`config.mk`:
```
export PLATFORM = sky130hd
export DESIGN_NAME = gain_scheduled_velocity_pid_core
export DESIGN_NICKNAME = d
export VERILOG_FILES = /design/src/design/gsvp_pkg.sv /design/src/design/gain_scheduled_velocity_pid_core.sv /design/src/design/gsvp_gain_regs.sv
export VERILOG_INCLUDE_DIRS = /design/src /design/src/design
export SDC_FILE = /design/constraint.sdc
export NUM_CORES = 2
export LEC_CHECK = 0
export ABC_CLOCK_PERIOD_IN_PS = 16600
export BUFFER_PORTS_ARGS = -buffer_cell sky130_fd_sc_hd__buf_2
export CAP_MARGIN = 20
export CORE_ASPECT_RATIO = 1.2
export CORE_MARGIN = 4
export CORE_UTILIZATION = 40
export DETAILED_ROUTE_END_ITERATION = 16
export SLEW_MARGIN = 10
export SYNTH_ARGS = -nofsm -noshare
export SYNTH_HDL_FRONTEND = slang
export SYNTH_SLANG_ARGS = --single-unit
```
`constraint.sdc`:
```
create_clock -name clk -period 16.6 [get_ports clk]
set_input_delay 0.83 -clock clk [delete_from_list [all_inputs] [get_ports clk]]
set_output_delay 0.83 -clock clk [all_outputs]
set_load 0.05 [all_outputs]
```
`src/design/gain_scheduled_velocity_pid_core_macros.svh`:
```
`ifndef GAIN_SCHEDULED_VELOCITY_PID_CORE_MACROS_SVH
`define GAIN_SCHEDULED_VELOCITY_PID_CORE_MACROS_SVH

// Clocked check, off while reset is held
`define GSVP_ASSERT(lbl, prop, msg) \
  lbl: assert property (@(posedge clk) disable iff (!rst_n) prop) else $error(msg);

// Same-cycle implication
`define GSVP_ASSERT_IMP(lbl, pre, post, msg) \
  `GSVP_ASSERT(lbl, (pre) |-> (post), msg)

// Next-cycle implication
`define GSVP_ASSERT_NXT(lbl, pre, post, msg) \
  `GSVP_ASSERT(lbl, (pre) |=> (post), msg)

`endif

```
`src/design/gsvp_pkg.sv`:
```
package gsvp_pkg;

  localparam int GAIN_W    = 16;
  localparam int TGT_W     = 7;
  localparam int MEAS_W    = 8;
  localparam int ERR_W     = 9;
  localparam int INT_W     = 8;
  localparam int DER_W     = 10;
  localparam int ISUM_W    = 10;
  localparam int SUM_W     = 28;
  localparam int PCT_W     = 7;
  localparam int MV_W      = 14;
  localparam int CFG_IDX_W = 3;

  localparam int GAIN_SPLIT     = 70;
  localparam int INTEGRAL_LIMIT = 100;
  localparam int DRIVE_MAX      = 100;
  localparam int MV_PER_PERCENT = 120;

  localparam logic [CFG_IDX_W-1:0] CFG_HIGH_KP = 3'd0;
  localparam logic [CFG_IDX_W-1:0] CFG_HIGH_KI = 3'd1;
  localparam logic [CFG_IDX_W-1:0] CFG_HIGH_KD = 3'd2;
  localparam logic [CFG_IDX_W-1:0] CFG_LOW_KP  = 3'd3;
  localparam logic [CFG_IDX_W-1:0] CFG_LOW_KI  = 3'd4;
  localparam logic [CFG_IDX_W-1:0] CFG_LOW_KD  = 3'd5;

  typedef struct packed {
    logic [GAIN_W-1:0] kp;
    logic [GAIN_W-1:0] ki;
    logic [GAIN_W-1:0] kd;
  } gain_set_t;

endpackage

```
`src/design/gain_scheduled_velocity_pid_core.sv`:
```
// Gain-scheduled velocity PID. One control tick per input transfer, one result per tick.
// A new tick is taken every cycle unless stalled; each result goes through the pipeline
// registers: error, clamped integral and derivative with gain-set selection in
// the first stage, the three gain products in the second, sum, scaling, clamp to 0..100
// percent and millivolt conversion in the output register. The integral and last-error
// state advance on each input transfer. Output back-pressure stalls the pipeline;
// in_ready drops only when all three stages are full and the output is not taken. The
// user must write gains through the cfg port only while idle; the block does not check.
`include "gain_scheduled_velocity_pid_core_macros.svh"

module gain_scheduled_velocity_pid_core #(
  parameter int GAIN_FRAC_BITS = 8
) (
  input  logic                               clk,
  input  logic                               rst_n,
  input  logic                               cfg_we,
  input  logic [gsvp_pkg::CFG_IDX_W-1:0]     cfg_index,
  input  logic [gsvp_pkg::GAIN_W-1:0]        cfg_wdata,
  input  logic                               in_valid,
  output logic                               in_ready,
  input  logic [gsvp_pkg::TGT_W-1:0]         in_target_velocity,
  input  logic signed [gsvp_pkg::MEAS_W-1:0] in_measured_velocity,
  output logic                               out_valid,
  input  logic                               out_ready,
  output logic [gsvp_pkg::PCT_W-1:0]         out_drive_percent,
  output logic [gsvp_pkg::MV_W-1:0]          out_drive_millivolts
);

  localparam int SW = gsvp_pkg::SUM_W;

  logic                                  in_xfer;
  logic                                  out_adv;
  logic                                  s2_adv;
  logic                                  s1_adv;

  logic signed [gsvp_pkg::ERR_W-1:0]     err;
  logic signed [gsvp_pkg::ISUM_W-1:0]    integ_sum;
  logic signed [gsvp_pkg::INT_W-1:0]     integ_nxt;
  logic signed [gsvp_pkg::DER_W-1:0]     deriv;
  logic                                  high_sel;
  gsvp_pkg::gain_set_t                   gain_sel;

  logic signed [gsvp_pkg::INT_W-1:0]     integ_r;
  logic signed [gsvp_pkg::ERR_W-1:0]     prev_err_r;

  logic                                  s1_v_r;
  logic signed [gsvp_pkg::ERR_W-1:0]     s1_err_r;
  logic signed [gsvp_pkg::INT_W-1:0]     s1_integ_r;
  logic signed [gsvp_pkg::DER_W-1:0]     s1_deriv_r;
  gsvp_pkg::gain_set_t                   s1_gain_r;

  logic signed [SW-1:0]                  p_nxt, i_nxt, d_nxt;
  logic                                  s2_v_r;
  logic signed [SW-1:0]                  s2_p_r, s2_i_r, s2_d_r;

  logic signed [SW-1:0]                  sum;
  logic [SW-1:0]                         quot;
  logic [gsvp_pkg::PCT_W-1:0]            drive;
  logic [gsvp_pkg::MV_W-1:0]             drive_ext;
  logic [gsvp_pkg::MV_W-1:0]             mv;

  logic                                  out_valid_r;
  logic [gsvp_pkg::PCT_W-1:0]            drive_pct_r;
  logic [gsvp_pkg::MV_W-1:0]             drive_mv_r;

  assign out_adv  = !out_valid_r || out_ready;
  assign s2_adv   = !s2_v_r || out_adv;
  assign s1_adv   = !s1_v_r || s2_adv;
  assign in_ready = s1_adv;
  assign in_xfer  = in_valid && in_ready;

  assign err = $signed({2'b00, in_target_velocity})
             - $signed({in_measured_velocity[gsvp_pkg::MEAS_W-1], in_measured_velocity});
  assign integ_sum = $signed({{2{integ_r[gsvp_pkg::INT_W-1]}}, integ_r})
                   + $signed({err[gsvp_pkg::ERR_W-1], err});
  assign deriv = $signed({err[gsvp_pkg::ERR_W-1], err})
               - $signed({prev_err_r[gsvp_pkg::ERR_W-1], prev_err_r});
  assign high_sel = in_target_velocity > gsvp_pkg::TGT_W'(gsvp_pkg::GAIN_SPLIT);

  always_comb begin
    priority if (integ_sum > gsvp_pkg::INTEGRAL_LIMIT) begin
      integ_nxt = gsvp_pkg::INT_W'(gsvp_pkg::INTEGRAL_LIMIT);
    end else if (integ_sum < -gsvp_pkg::INTEGRAL_LIMIT) begin
      integ_nxt = gsvp_pkg::INT_W'(-gsvp_pkg::INTEGRAL_LIMIT);
    end else begin
      integ_nxt = integ_sum[gsvp_pkg::INT_W-1:0];
    end
  end

  gsvp_gain_regs u_gain_regs (
    .clk       (clk),
    .rst_n     (rst_n),
    .cfg_we    (cfg_we),
    .cfg_index (cfg_index),
    .cfg_wdata (cfg_wdata),
    .high_sel  (high_sel),
    .gain_sel  (gain_sel)
  );

  always_ff @(posedge clk) begin
    if (!rst_n) begin
      integ_r    <= '0;
      prev_err_r <= '0;
      s1_v_r     <= 1'b0;
    end else begin
      if (in_xfer) begin
        integ_r    <= integ_nxt;
        prev_err_r <= err;
      end
      if (s1_adv) begin
        s1_v_r <= in_valid;
      end
    end
  end

  always_ff @(posedge clk) begin
    if (in_xfer) begin
      s1_err_r   <= err;
      s1_integ_r <= integ_nxt;
      s1_deriv_r <= deriv;
      s1_gain_r  <= gain_sel;
    end
  end

  assign p_nxt = $signed({{(SW-gsvp_pkg::GAIN_W){1'b0}}, s1_gain_r.kp})
               * $signed({{(SW-gsvp_pkg::ERR_W){s1_err_r[gsvp_pkg::ERR_W-1]}}, s1_err_r});
  assign i_nxt = $signed({{(SW-gsvp_pkg::GAIN_W){1'b0}}, s1_gain_r.ki})
               * $signed({{(SW-gsvp_pkg::INT_W){s1_integ_r[gsvp_pkg::INT_W-1]}}, s1_integ_r});
  assign d_nxt = $signed({{(SW-gsvp_pkg::GAIN_W){1'b0}}, s1_gain_r.kd})
               * $signed({{(SW-gsvp_pkg::DER_W){s1_deriv_r[gsvp_pkg::DER_W-1]}}, s1_deriv_r});

  always_ff @(posedge clk) begin
    if (!rst_n) begin
      s2_v_r <= 1'b0;
    end else if (s2_adv) begin
      s2_v_r <= s1_v_r;
    end
  end

  always_ff @(posedge clk) begin
    if (s2_adv && s1_v_r) begin
      s2_p_r <= p_nxt;
      s2_i_r <= i_nxt;
      s2_d_r <= d_nxt;
    end
  end

  assign sum  = s2_p_r + s2_i_r + s2_d_r;
  assign quot = $unsigned(sum) >> GAIN_FRAC_BITS;

  always_comb begin
    priority if (sum[SW-1]) begin
      drive = '0;
    end else if (quot > SW'(gsvp_pkg::DRIVE_MAX)) begin
      drive = gsvp_pkg::PCT_W'(gsvp_pkg::DRIVE_MAX);
    end else begin
      drive = quot[gsvp_pkg::PCT_W-1:0];
    end
  end

  assign drive_ext = {{(gsvp_pkg::MV_W-gsvp_pkg::PCT_W){1'b0}}, drive};
  assign mv        = (drive_ext << 7) - (drive_ext << 3);

  always_ff @(posedge clk) begin
    if (!rst_n) begin
      out_valid_r <= 1'b0;
    end else if (out_adv) begin
      out_valid_r <= s2_v_r;
    end
  end

  always_ff @(posedge clk) begin
    if (out_adv && s2_v_r) begin
      drive_pct_r <= drive;
      drive_mv_r  <= mv;
    end
  end

  assign out_valid            = out_valid_r;
  assign out_drive_percent    = drive_pct_r;
  assign out_drive_millivolts = drive_mv_r;

  `GSVP_ASSERT_NXT(a_integ_range, in_xfer,
    (integ_r <= gsvp_pkg::INTEGRAL_LIMIT) && (integ_r >= -gsvp_pkg::INTEGRAL_LIMIT),
    "integral out of range")
  `GSVP_ASSERT_NXT(a_prev_err, in_xfer, prev_err_r == $past(err), "last error not updated")
  `GSVP_ASSERT_IMP(a_stall_only_full, !in_ready,
    s1_v_r && s2_v_r && out_valid_r && !out_ready, "input stalled with room")
  `GSVP_ASSERT_IMP(a_drive_max, out_valid_r,
    drive_pct_r <= gsvp_pkg::PCT_W'(gsvp_pkg::DRIVE_MAX), "drive above limit")
  `GSVP_ASSERT_IMP(a_mv_match, out_valid_r,
    int'(drive_mv_r) == int'(drive_pct_r) * gsvp_pkg::MV_PER_PERCENT, "millivolts mismatch")

endmodule

```
`src/design/gsvp_gain_regs.sv`:
```
module gsvp_gain_regs (
  input  logic                                clk,
  input  logic                                rst_n,
  input  logic                                cfg_we,
  input  logic [gsvp_pkg::CFG_IDX_W-1:0]      cfg_index,
  input  logic [gsvp_pkg::GAIN_W-1:0]         cfg_wdata,
  input  logic                                high_sel,
  output gsvp_pkg::gain_set_t                 gain_sel
);

  gsvp_pkg::gain_set_t high_r, high_nxt;
  gsvp_pkg::gain_set_t low_r, low_nxt;

  always_comb begin
    high_nxt = high_r;
    low_nxt  = low_r;
    if (cfg_we) begin
      unique case (cfg_index)
        gsvp_pkg::CFG_HIGH_KP: high_nxt.kp = cfg_wdata;
        gsvp_pkg::CFG_HIGH_KI: high_nxt.ki = cfg_wdata;
        gsvp_pkg::CFG_HIGH_KD: high_nxt.kd = cfg_wdata;
        gsvp_pkg::CFG_LOW_KP:  low_nxt.kp  = cfg_wdata;
        gsvp_pkg::CFG_LOW_KI:  low_nxt.ki  = cfg_wdata;
        gsvp_pkg::CFG_LOW_KD:  low_nxt.kd  = cfg_wdata;
        default: ;
      endcase
    end
  end

  always_ff @(posedge clk) begin
    if (!rst_n) begin
      high_r <= '0;
      low_r  <= '0;
    end else begin
      high_r <= high_nxt;
      low_r  <= low_nxt;
    end
  end

  assign gain_sel = high_sel ? high_r : low_r;

endmodule

```
==> reports/summary.txt <==
post-synth design cell area: 27300 µm²
Core Rows: 104
startpoint types: flop
Max Transition Viols Final: 0
Core Region: 67300 µm²
initial antenna violation count: 0
routability cong.: 0.913
worst path arrival time: 6570 ps
Max Cap Viol: 0
Slew @ Worst Pin: 1130 ps
clock-pin slew on the worst setup and hold paths: 60 ps
IO Port Bufs: 58
Die H: 294 µm
final instance area: 29600 µm²
Clock Sinks: 286
Seq cells post-synth: 286
clk buf depth: 3
Yosys top cell by area: fa_1
crit-path max cell delay: 840 ps
vias in the first global route: 20000
final setup skew: 38.1 ps
Worst setup EP type: flop
nets: 3451
IO Count: 62
share of cells above drive strength 1: 0.0680
Tot GR Track Use: 0.186
Syn Area/Cell: 9.68 µm²
Routed Antenna Nets: 0
Min Clock Period, post-route: 6280 ps
cell mode on critical path: fa_1
Die Wd: 246 µm
vias: 19100
Max Freq: 0.159 GHz
CP max stage cell: edfxtp_1
largest net degree at the start of global routing: 105
top_reg_cell synth: edfxtp_1
ant diodes: 0
Post-synth EDFFs: 170
Slew HR: 0.247
Setup TNS: 0 ps
Vias per Instance: 5.10
DIE AREA: 72500 µm²
RSZ-0062 raised after global routing: no
ys async rst share: 0
delay-heaviest family, CP: adder cells
reg2reg path depth: 16
Critical Path RT: 16890 ps
crit path buf inv count: 2
min-delay worst type: reg -> reg
Setup Crit Path Kind: reg -> reg
H-Tree Depth: 2
drc violations: 0
worst path cell trace: nand2b_1 > fa_1 > fa_1 > inv_1 > fa_1 > fa_1 > fa_1 > ha_1 > inv_1 > o21bai_1 > a21oi_1 > o21ai_0 > a41oi_1 > a311oi_1 > a21oi_1 > xnor2_1
drt total wl: 66.2 mm
final worst-path cycle share: 0.378
final hold viol count: 0
Post-Syn Instances: 2818
initial DRC count: 1154
number of setup buffers added after CTS: 0
Yosys top cell area share: 0.238
CTS Root Cell: clkbuf_16
first-pass GRT wire length: 108 mm
Setup violations, final: 0
fill count: 6452
first drt pass iteration count: 5
Starting Density: 0.405
area growth from synthesis to layout: 8.35%
clock latency on the worst-skew pair: 560 ps
status: completed
Crit. path cell count: 16
total congestion overflow: 0
Yosys warnings: 0
TritonCTS Buffers: 34
Area after DPL: 28400 µm²
Hold Buf Count CTS: 0
drt wl/cell: 17.6 µm
hpwl dp: 52.5 mm
synth cell count leaders: nand2_1, inv_1, fa_1
CTS tree: yes
critical-path maximum fanout: 18
count leader, synth: nand2_1
largest cells by area after synthesis: fa_1, edfxtp_1, ha_1
Synth cell types: 81
cts repair resizes: 0
hold path depth: 2
post-synthesis sequential area ratio: 0.272
[layer usage]
metal | share of wire | up-vias | track usage
li1 | - | 9136 | -
met1 | 0.43 | 9444 | 0.241
met2 | 0.49 | 464 | 0.324
met3 | 0.040 | 102 | 0.0199
met4 | 0.038 | 0 | 0.0692
met5 | 0 | - | 0
[metrics by stage]
step	hold slack [ps]	setup WS, ps	util	instances
after floorplan	433	9390	-	2820
after global placement	439	10500	0.422	3688
after detailed placement	443	10330	0.422	3691
after CTS	451	10290	0.439	3753
after global routing	468	9930	0.439	3754
final	449	10320	0.439	3754
[worst paths after layout]
path                                       from                                  to  slack [ps]
min reg2reg  u_gain_regs.low_r[40]$_SDFFE_PN0P_  u_gain_regs.low_r[40]$_SDFFE_PN0P_         450
max                       s1_err_r[8]$_DFFE_PP_                s2_p_r[18]$_DFFE_PP_       10320
min          u_gain_regs.low_r[40]$_SDFFE_PN0P_  u_gain_regs.low_r[40]$_SDFFE_PN0P_         450
max reg2reg               s1_err_r[8]$_DFFE_PP_                s2_p_r[18]$_DFFE_PP_       10320
[area by class of cell]
| class | count | area (µm²) | share of cell area |
|---|---|---|---|
| Timing Repair Buffer | 70 | 408 | 0.0138 |
| Sequential cell | 286 | 7430 | 0.251 |
| Multi-Input combinational cell | 2033 | 18000 | 0.608 |
| Clock buffer | 48 | 976 | 0.0330 |
| Clock inverter | 14 | 138 | 0.00466 |
| Tap cell | 901 | 1130 | 0.0381 |
| Inverter | 402 | 1510 | 0.0511 |
[worst min-delay path, delay by kind of cell, from the launching register on]
family           cells  cell delay, ps
AO/OA/AOI/OAI        1              50
AND/OR/NAND/NOR      1              50
flip-flops           1             300
[logic make-up after synthesis]
family                   after synthesis  synth area share
other                                  1          0.000137
flip-flops                           286             0.272
XOR/XNOR                              96            0.0308
adder cells (fa/ha/maj)              585             0.358
AND/OR/NAND/NOR                      925             0.162
AO/OA/AOI/OAI                        371            0.0860
buffers and inverters                501            0.0700
multiplexers                          53            0.0217
[flip-flops by register name, indices dropped and copies added, names as in the netlist, 7 cells and up]
name	count
prev_err_r	9
u_gain_regs.low_r	48
s2_i_r	25
s1_integ_r	8
out_drive_millivolts	10
s1_err_r	9
s2_d_r	27
out_drive_percent	7
u_gain_regs.high_r	48
integ_r	8
s1_gain_r	48
s2_p_r	26
s1_deriv_r	10
[placed cells by master, fill, tap and decap left out, drive strengths merged, types with 25 or more instances in the layout]
master	instances
mux2	50
nand2	450
xnor2	66
nand3	25
a21oi	181
buf	70
and2	196
clkbuf	48
fa	324
inv	407
ha	261
nor2	84
edfxtp	170
nor3	40
dfxtp	116
o21ai	44
xor2	30
a21o	30
nand2b	61
Power is not shown: default switching activity piles up to over one toggle a cycle in this logic, so the estimate is an artifact.
